File: src/rtl/sfsp_pkg.sv
`timescale 1ns / 1ps
// ----------------------------------------------------------------------------
// sfsp_pkg
// Shared types and constants for the smallest-factor sieve and prime emitter.
// ----------------------------------------------------------------------------
package sfsp_pkg;

    localparam int VAL_W      = 9;
    localparam int POS_W      = 6;
    localparam int TOT_W      = 7;
    localparam int RESULT_CAP = 64;

    typedef enum logic [2:0] {
        ST_IDLE,
        ST_CLEAR,
        ST_MARK,
        ST_MARK_DRAIN,
        ST_COUNT,
        ST_COUNT_DRAIN,
        ST_EMIT_RD,
        ST_EMIT_CHK
    } sfsp_state_t;

    // table access for one cycle, numbers are 1-based
    typedef struct packed {
        logic             wr_en;
        logic [VAL_W-1:0] wr_num;
        logic [VAL_W-1:0] wr_data;
        logic             rd_en;
        logic [VAL_W-1:0] rd_num;
    } sfsp_tbl_req_t;

endpackage

File: src/rtl/sfsp_table.sv
`timescale 1ns / 1ps
// ----------------------------------------------------------------------------
// sfsp_table
// Smallest-factor table: one write port, one read port with registered,
// enabled read data. Entry for number k sits at address k-1.
// ----------------------------------------------------------------------------
module sfsp_table
    import sfsp_pkg::*;
#(
    parameter int DEPTH = 256
) (
    input  logic             aclk,
    input  sfsp_tbl_req_t    req,
    output logic [VAL_W-1:0] rd_data
);

    localparam int AW = (DEPTH > 1) ? $clog2(DEPTH) : 1;

    logic [VAL_W-1:0] mem [DEPTH];
    logic [VAL_W-1:0] wr_off;
    logic [VAL_W-1:0] rd_off;
    logic [VAL_W-1:0] rd_data_reg;

    assign wr_off  = req.wr_num - VAL_W'(1);
    assign rd_off  = req.rd_num - VAL_W'(1);
    assign rd_data = rd_data_reg;

    always_ff @(posedge aclk) begin
        if (req.wr_en) begin
            mem[wr_off[AW-1:0]] <= req.wr_data;
        end
        // read data holds while the read port is idle
        if (req.rd_en) begin
            rd_data_reg <= mem[rd_off[AW-1:0]];
        end
    end

endmodule

File: src/rtl/smallest_factor_sieve_primes_unit.sv
`timescale 1ns / 1ps
// ----------------------------------------------------------------------------
// smallest_factor_sieve_primes_unit
// Builds a smallest-factor table for 1..n in a single-port-pair memory, then
// emits 1 and every prime up to n in ascending order with position and total.
// ----------------------------------------------------------------------------
//  channel | direction | handshake          | payload
//  s_      | in        | s_valid / s_ready  | s_limit
//  m_      | out       | m_valid / m_ready  | m_prime_value, m_position,
//          |           |                    | m_prime_total, m_last_flag
//
// Per request, accept to accept: clear the n entries, mark every multiple at
// one table access per cycle, count pass over the n entries, emit pass reading
// each entry and then checking it. The table's single read port sets the pace.
// s_ready is high only when idle; a limit of 0 returns to idle at once.
// A stalled m_ready holds the emit pass on the current entry.
// Reset is synchronous, active low; the table itself is not cleared.
// ----------------------------------------------------------------------------
module smallest_factor_sieve_primes_unit
    import sfsp_pkg::*;
#(
    parameter int MAX_LIMIT = 256
) (
    input  logic             aclk,
    input  logic             aresetn,
    input  logic             s_valid,
    output logic             s_ready,
    input  logic [VAL_W-1:0] s_limit,
    output logic             m_valid,
    input  logic             m_ready,
    output logic [VAL_W-1:0] m_prime_value,
    output logic [POS_W-1:0] m_position,
    output logic [TOT_W-1:0] m_prime_total,
    output logic             m_last_flag
);

    localparam logic [VAL_W-1:0] LIMIT_MAX = VAL_W'(MAX_LIMIT);
    localparam logic [VAL_W-1:0] ONE       = VAL_W'(1);
    localparam logic [TOT_W-1:0] CAP       = TOT_W'(RESULT_CAP);

    sfsp_state_t      state_reg, state_next;
    logic [VAL_W-1:0] n_reg, n_next;
    logic [VAL_W-1:0] d_reg, d_next;
    logic [VAL_W-1:0] m_reg, m_next;
    logic             pend_vld_reg, pend_vld_next;
    logic [VAL_W-1:0] pend_num_reg, pend_num_next;
    logic [VAL_W-1:0] pend_d_reg, pend_d_next;
    logic [VAL_W-1:0] last_reg, last_next;
    logic [TOT_W-1:0] count_reg, count_next;
    logic [TOT_W-1:0] emit_cnt_reg, emit_cnt_next;

    logic             m_valid_reg, m_valid_next;
    logic [VAL_W-1:0] out_value_reg, out_value_next;
    logic [POS_W-1:0] out_pos_reg, out_pos_next;
    logic [TOT_W-1:0] out_total_reg, out_total_next;
    logic             out_last_reg, out_last_next;

    sfsp_tbl_req_t    tbl_req;
    logic [VAL_W-1:0] rd_data;
    logic [VAL_W-1:0] lim_sat;
    logic [VAL_W:0]   next_mult;
    logic             out_free;
    logic             keep;
    logic             emit;

    sfsp_table #(
        .DEPTH (MAX_LIMIT)
    ) u_table (
        .aclk    (aclk),
        .req     (tbl_req),
        .rd_data (rd_data)
    );

    assign s_ready       = (state_reg == ST_IDLE);
    assign m_valid       = m_valid_reg;
    assign m_prime_value = out_value_reg;
    assign m_position    = out_pos_reg;
    assign m_prime_total = out_total_reg;
    assign m_last_flag   = out_last_reg;

    assign lim_sat   = (s_limit > LIMIT_MAX) ? LIMIT_MAX : s_limit;
    assign next_mult = {1'b0, m_reg} + {1'b0, d_reg};
    assign out_free  = !m_valid_reg || m_ready;
    assign keep      = (rd_data >= last_reg);
    assign emit      = keep && (emit_cnt_reg < count_reg);

    always_ff @(posedge aclk) begin
        if (!aresetn) begin
            state_reg    <= ST_IDLE;
            pend_vld_reg <= 1'b0;
            m_valid_reg  <= 1'b0;
        end else begin
            state_reg    <= state_next;
            pend_vld_reg <= pend_vld_next;
            m_valid_reg  <= m_valid_next;
        end
    end

    always_ff @(posedge aclk) begin
        n_reg         <= n_next;
        d_reg         <= d_next;
        m_reg         <= m_next;
        pend_num_reg  <= pend_num_next;
        pend_d_reg    <= pend_d_next;
        last_reg      <= last_next;
        count_reg     <= count_next;
        emit_cnt_reg  <= emit_cnt_next;
        out_value_reg <= out_value_next;
        out_pos_reg   <= out_pos_next;
        out_total_reg <= out_total_next;
        out_last_reg  <= out_last_next;
    end

    always_comb begin
        state_next     = state_reg;
        n_next         = n_reg;
        d_next         = d_reg;
        m_next         = m_reg;
        pend_vld_next  = 1'b0;
        pend_num_next  = pend_num_reg;
        pend_d_next    = pend_d_reg;
        last_next      = last_reg;
        count_next     = count_reg;
        emit_cnt_next  = emit_cnt_reg;
        out_value_next = out_value_reg;
        out_pos_next   = out_pos_reg;
        out_total_next = out_total_reg;
        out_last_next  = out_last_reg;
        m_valid_next   = m_valid_reg && !m_ready;
        tbl_req        = '0;

        // read issued last cycle: mark on the way back, or count keepers
        if (pend_vld_reg) begin
            if (state_reg == ST_MARK || state_reg == ST_MARK_DRAIN) begin
                if (rd_data == ONE) begin
                    tbl_req.wr_en   = 1'b1;
                    tbl_req.wr_num  = pend_num_reg;
                    tbl_req.wr_data = pend_d_reg;
                end
            end else if (keep) begin
                last_next = rd_data;
                if (count_reg < CAP) begin
                    count_next = count_reg + TOT_W'(1);
                end
            end
        end

        case (state_reg)
            ST_IDLE: begin
                if (s_valid) begin
                    n_next = lim_sat;
                    m_next = ONE;
                    if (lim_sat != '0) begin
                        state_next = ST_CLEAR;
                    end
                end
            end
            ST_CLEAR: begin
                tbl_req.wr_en   = 1'b1;
                tbl_req.wr_num  = m_reg;
                tbl_req.wr_data = ONE;
                if (m_reg == n_reg) begin
                    if (n_reg < VAL_W'(2)) begin
                        state_next = ST_COUNT;
                        m_next     = ONE;
                        last_next  = ONE;
                        count_next = '0;
                    end else begin
                        state_next = ST_MARK;
                        d_next     = VAL_W'(2);
                        m_next     = VAL_W'(2);
                    end
                end else begin
                    m_next = m_reg + ONE;
                end
            end
            ST_MARK: begin
                tbl_req.rd_en = 1'b1;
                tbl_req.rd_num = m_reg;
                pend_vld_next = 1'b1;
                pend_num_next = m_reg;
                pend_d_next   = d_reg;
                if (next_mult <= {1'b0, n_reg}) begin
                    m_next = next_mult[VAL_W-1:0];
                end else if (d_reg < n_reg) begin
                    d_next = d_reg + ONE;
                    m_next = d_reg + ONE;
                end else begin
                    state_next = ST_MARK_DRAIN;
                end
            end
            ST_MARK_DRAIN: begin
                state_next = ST_COUNT;
                m_next     = ONE;
                last_next  = ONE;
                count_next = '0;
            end
            ST_COUNT: begin
                tbl_req.rd_en  = 1'b1;
                tbl_req.rd_num = m_reg;
                pend_vld_next  = 1'b1;
                if (m_reg == n_reg) begin
                    state_next = ST_COUNT_DRAIN;
                end else begin
                    m_next = m_reg + ONE;
                end
            end
            ST_COUNT_DRAIN: begin
                // count keeps the last update, the kept value restarts
                state_next    = ST_EMIT_RD;
                m_next        = ONE;
                last_next     = ONE;
                emit_cnt_next = '0;
            end
            ST_EMIT_RD: begin
                tbl_req.rd_en  = 1'b1;
                tbl_req.rd_num = m_reg;
                state_next     = ST_EMIT_CHK;
            end
            ST_EMIT_CHK: begin
                if (!(emit && !out_free)) begin
                    if (keep) begin
                        last_next = rd_data;
                    end
                    if (emit) begin
                        m_valid_next   = 1'b1;
                        out_value_next = rd_data;
                        out_pos_next   = emit_cnt_reg[POS_W-1:0];
                        out_total_next = count_reg;
                        out_last_next  = ((emit_cnt_reg + TOT_W'(1)) == count_reg);
                        emit_cnt_next  = emit_cnt_reg + TOT_W'(1);
                    end
                    if (m_reg == n_reg) begin
                        state_next = ST_IDLE;
                    end else begin
                        m_next     = m_reg + ONE;
                        state_next = ST_EMIT_RD;
                    end
                end
            end
            default: begin
                state_next = ST_IDLE;
            end
        endcase
    end

endmodule
File: config.mk
export PLATFORM = sky130hd
export DESIGN_NAME = smallest_factor_sieve_primes_unit
export DESIGN_NICKNAME = d
export VERILOG_FILES = /design/src/rtl/sfsp_pkg.sv /design/src/rtl/sfsp_table.sv /design/src/rtl/smallest_factor_sieve_primes_unit.sv
export SDC_FILE = /design/constraint.sdc
export NUM_CORES = 2
export LEC_CHECK = 0
export BUFFER_PORTS_ARGS = -buffer_cell sky130_fd_sc_hd__buf_2
export CAP_MARGIN = 0
export CORE_MARGIN = 4
export CORE_UTILIZATION = 59
export CTS_CLUSTER_SIZE = 14
export DETAILED_ROUTE_END_ITERATION = 8
export GPL_ROUTABILITY_DRIVEN = 0
export PLACE_DENSITY = 0.75
export SLEW_MARGIN = 25
export SYNTH_ARGS = -nofsm -noshare
export SYNTH_HDL_FRONTEND = slang
export SYNTH_SLANG_ARGS = --single-unit
File: constraint.sdc
create_clock -name aclk -period 17.55 [get_ports aclk]
set_clock_uncertainty 0.05 [all_clocks]
set_input_delay 3.51 -clock aclk [delete_from_list [all_inputs] [get_ports aclk]]
set_output_delay 3.51 -clock aclk [all_outputs]
set_load 0.01 [all_outputs]
==> flow_summary.toml <==
[status]
status = "completed"

[synthesis]
synth_edf_count = 2387
ys_seq_area_share_pct = 75.70
yosysWarnings = 0
synth.avg_cell_area_sq_um = 19.85
syn_area_sq_mm = 0.09525
synth_nets = 4860
synth.distinct_cells = 75
synthArstFlopShare_pct = 0
ys_ff_latch = 2408
ys.flop_type = "edfxtp_1"
synthCells = 4799

[worst_setup_path]
path_max_fanout = 54
crit_start = "state_reg[2]"
cp_data_arrival_time_ns = 7.87
setup.worst_path.class = "register to register"
start_kind = "register"
cp.required_ns = 18.11
endpoint_kind = "register"
worstReg2RegStart = "state_reg[2]"

[detailed_routing]
ant_nets = 0
drt-pass1-iter-count = 7
first_iter_violations = 7259
wl_per_cell_microns = 32.83
wirelength_mm = 237.9
drc = 0
via_count = 49330
via_per_inst = 6.806

[place]
hpwl_mm = 138.4
port_buffers = 37

[power_and_ir_drop]
p_leak_nw = 36.82
irDropWorstVdd_mv = 0.1195
powerDensity_mw_per_mm2 = 118.2
power_mw = 12.42

[grt]
grt_pass1_wl_mm = 345.6
grt.total_usage_pct = 28.49
antenna_found_initial = 8
grt_pass1_vias = 48480
grt_max_degree = 257
grt_overflow = 0

[cts]
postCtsSetupRepairBufs = 0
numCtsBuffers = 225
cts_htree_levels = 4
cts_tree = "yes"
root_buffer = "clkbuf_16"
holdBufCountCts = 0
cts.sinks = 2408
clk_pin_slew_ns = 0.07
clk-insertion-delay-late_ns = 0.87
ctsResizeCount = 0
clockBufferDepth = 3

[sta]
finalSetupViolCount = 0
finalSetupTns_ns = 0
finalHoldViolCount = 0
min_period_over_period_pct = 41.68
rsz0062_at_grt = "no"
slew-limit-headroom_pct = 18.40
slew_violations = 0
worstMarginPinSlew_ns = 1.220
fin_crit_ns = 7.314
max_freq_ghz = 0.1367

[die]
design.core.area_sq_mm = 0.1606
fp-row-count = 147
die_y_microns = 409.8
initial_utilization_pct = 59.32
dieWidth_microns = 409.8
dieArea_sq_mm = 0.1679
io-pin-count = 38

[finish]
largest_reg_flops = 2304
seqCellArea_sq_mm = 0.07210
area_delta_synth_final_pct = 10.35
nets = 4960
layout-drive-gt1-share_pct = 21.52
multi_input_area_sq_mm = 0.02198
fillers = 10130

[hold_path]
hp-start = "last_reg[8]"
hp-class = "register to register"

[run]
cap_violations = 0
[critical path: stages, from the launching register on]
cell	delay, ns
dfxtp_1	0.70
o21bai_4	0.27
inv_2	0.47
nand2_1	0.18
ha_4	0.81
buf_4	0.50
buf_4	0.71
buf_4	0.75
buf_4	0.70
mux4_2	0.41
mux2i_1	0.15
o22ai_1	0.12
o21ai_0	0.59
nand4_1	0.18
a221o_1	0.30
[power by group]
| group | total, mW | internal (mW) | switching, mW |
|---|---|---|---|
| combinational | 1.31 | 0.419 | 0.895 |
| sequential | 6.41 | 6.34 | 0.0644 |
| clock | 4.70 | 2.60 | 2.10 |
[per-layer routing]
metal / GRT usage (%) / wire [microns] / up-vias
met4: 12.71 / 12040 / 8
li1: - / - / 19820
met2: 42.47 / 110400 / 3236
met5: 0.3736 / 75 / -
met3: 8.317 / 28920 / 591
met1: 39.74 / 86470 / 25670
[final timing paths]
check	end	slack [ns]	depth (start not counted)
worst min-delay path	last_reg[8]	0.43	1
worst max-delay path	u_table.rd_data[6]	10.24	14
worst min register to register	last_reg[8]	0.43	1
worst max register to register	u_table.rd_data[6]	10.24	14
[cell usage in the layout, fill, tap and decap left out, types with 9 or more instances in the layout]
cell type / synthesis / layout
dfxtp_1: 21 / 21
clkinv_2: 0 / 39
a221oi_1: 9 / 9
o21ai_0: 43 / 41
clkbuf_1: 136 / 49
buf_2: 69 / 37
nand3_1: 89 / 88
and3_1: 12 / 12
nand4_1: 28 / 28
xor2_1: 17 / 17
nor4_1: 21 / 18
o22ai_1: 64 / 64
clkinv_1: 1 / 60
nor2_1: 334 / 304
clkbuf_16: 0 / 226
xnor2_1: 27 / 27
nor2b_1: 12 / 12
a211oi_1: 14 / 12
or4_1: 12 / 12
and2_1: 17 / 9
buf_4: 35 / 85
ha_1: 47 / 46
or3_1: 10 / 9
edfxtp_1: 2387 / 2387
nor2_2: 1 / 29
a32oi_1: 16 / 16
a22oi_1: 17 / 16
bufinv_16: 0 / 15
a21oi_1: 87 / 86
nand2b_1: 20 / 20
o31ai_1: 11 / 11
a21o_1: 13 / 13
mux4_2: 575 / 575
a22o_1: 14 / 14
a31oi_1: 15 / 15
nand2_1: 324 / 316
mux2i_1: 133 / 133
inv_1: 43 / 43
nor3_1: 27 / 25
[cell type report]
| type | instances | area share [%] |
|---|---|---|
| sequential | 2408 | 68.60 |
| multi-input combinational | 2084 | 20.91 |
| clock buffer | 279 | 5.608 |
| tap | 2160 | 2.571 |
| clock inverter | 133 | 1.111 |
| timing repair buffer | 134 | 1.032 |
| inverter | 46 | 0.1643 |
| antenna | 3 | 0.007142 |
[cells by family (layout without fill, tap and decap cells)]
logic type,Yosys count,count (layout),synth area share (%)
muxes,716,716,15.09
xor gates and xnor gates,45,45,0.4217
DFF,2408,2408,75.70
buffers and inverters,307,592,1.470
adders and majority gates,49,49,0.6489
AOI/OAI and AO/OA,355,355,2.479
and+or+nand+nor,919,919,4.194
other,0,3,0
[synthesized netlist by cell type, types with 13 or more instances]
cell type	instances	area share, %
edfxtp_1	2387	75
mux4_2	575	14
nor2_1	334	1.3
nand2_1	324	1.3
clkbuf_1	136	0.54
mux2i_1	133	1.4
nand3_1	89	0.47
a21oi_1	87	0.46
buf_2	69	0.36
o22ai_1	64	0.42
ha_1	47	0.62
inv_1	43	0.17
o21ai_0	43	0.23
buf_4	35	0.28
nand4_1	28	0.18
nor3_1	27	0.14
xnor2_1	27	0.25
dfxtp_1	21	0.44
nor4_1	21	0.14
nand2b_1	20	0.13
a22oi_1	17	0.13
and2_1	17	0.11
buf_1	17	0.067
xor2_1	17	0.16
a32oi_1	16	0.15
a31oi_1	15	0.099
a211oi_1	14	0.11
a22o_1	14	0.13
a21o_1	13	0.10
[through the flow]
step / area [sq um] / util, % / hold slack (ns) / setup WS [ns] / instances
finish: 105100 / 65.46 / 0.4286 / 10.24 / 7247
global route: 105100 / 65.46 / 0.4372 / 9.947 / 7244
CTS: 105000 / 65.38 / 0.4273 / 10.33 / 7242
detailed placement: 97920 / 60.98 / 0.4043 / 10.34 / 6830
global placement: 97830 / 60.93 / 0.4009 / 10.50 / 6828
floorplan: 95250 / - / 0.3564 / 10.78 / 4799
(Power assumes the default switching activity.)
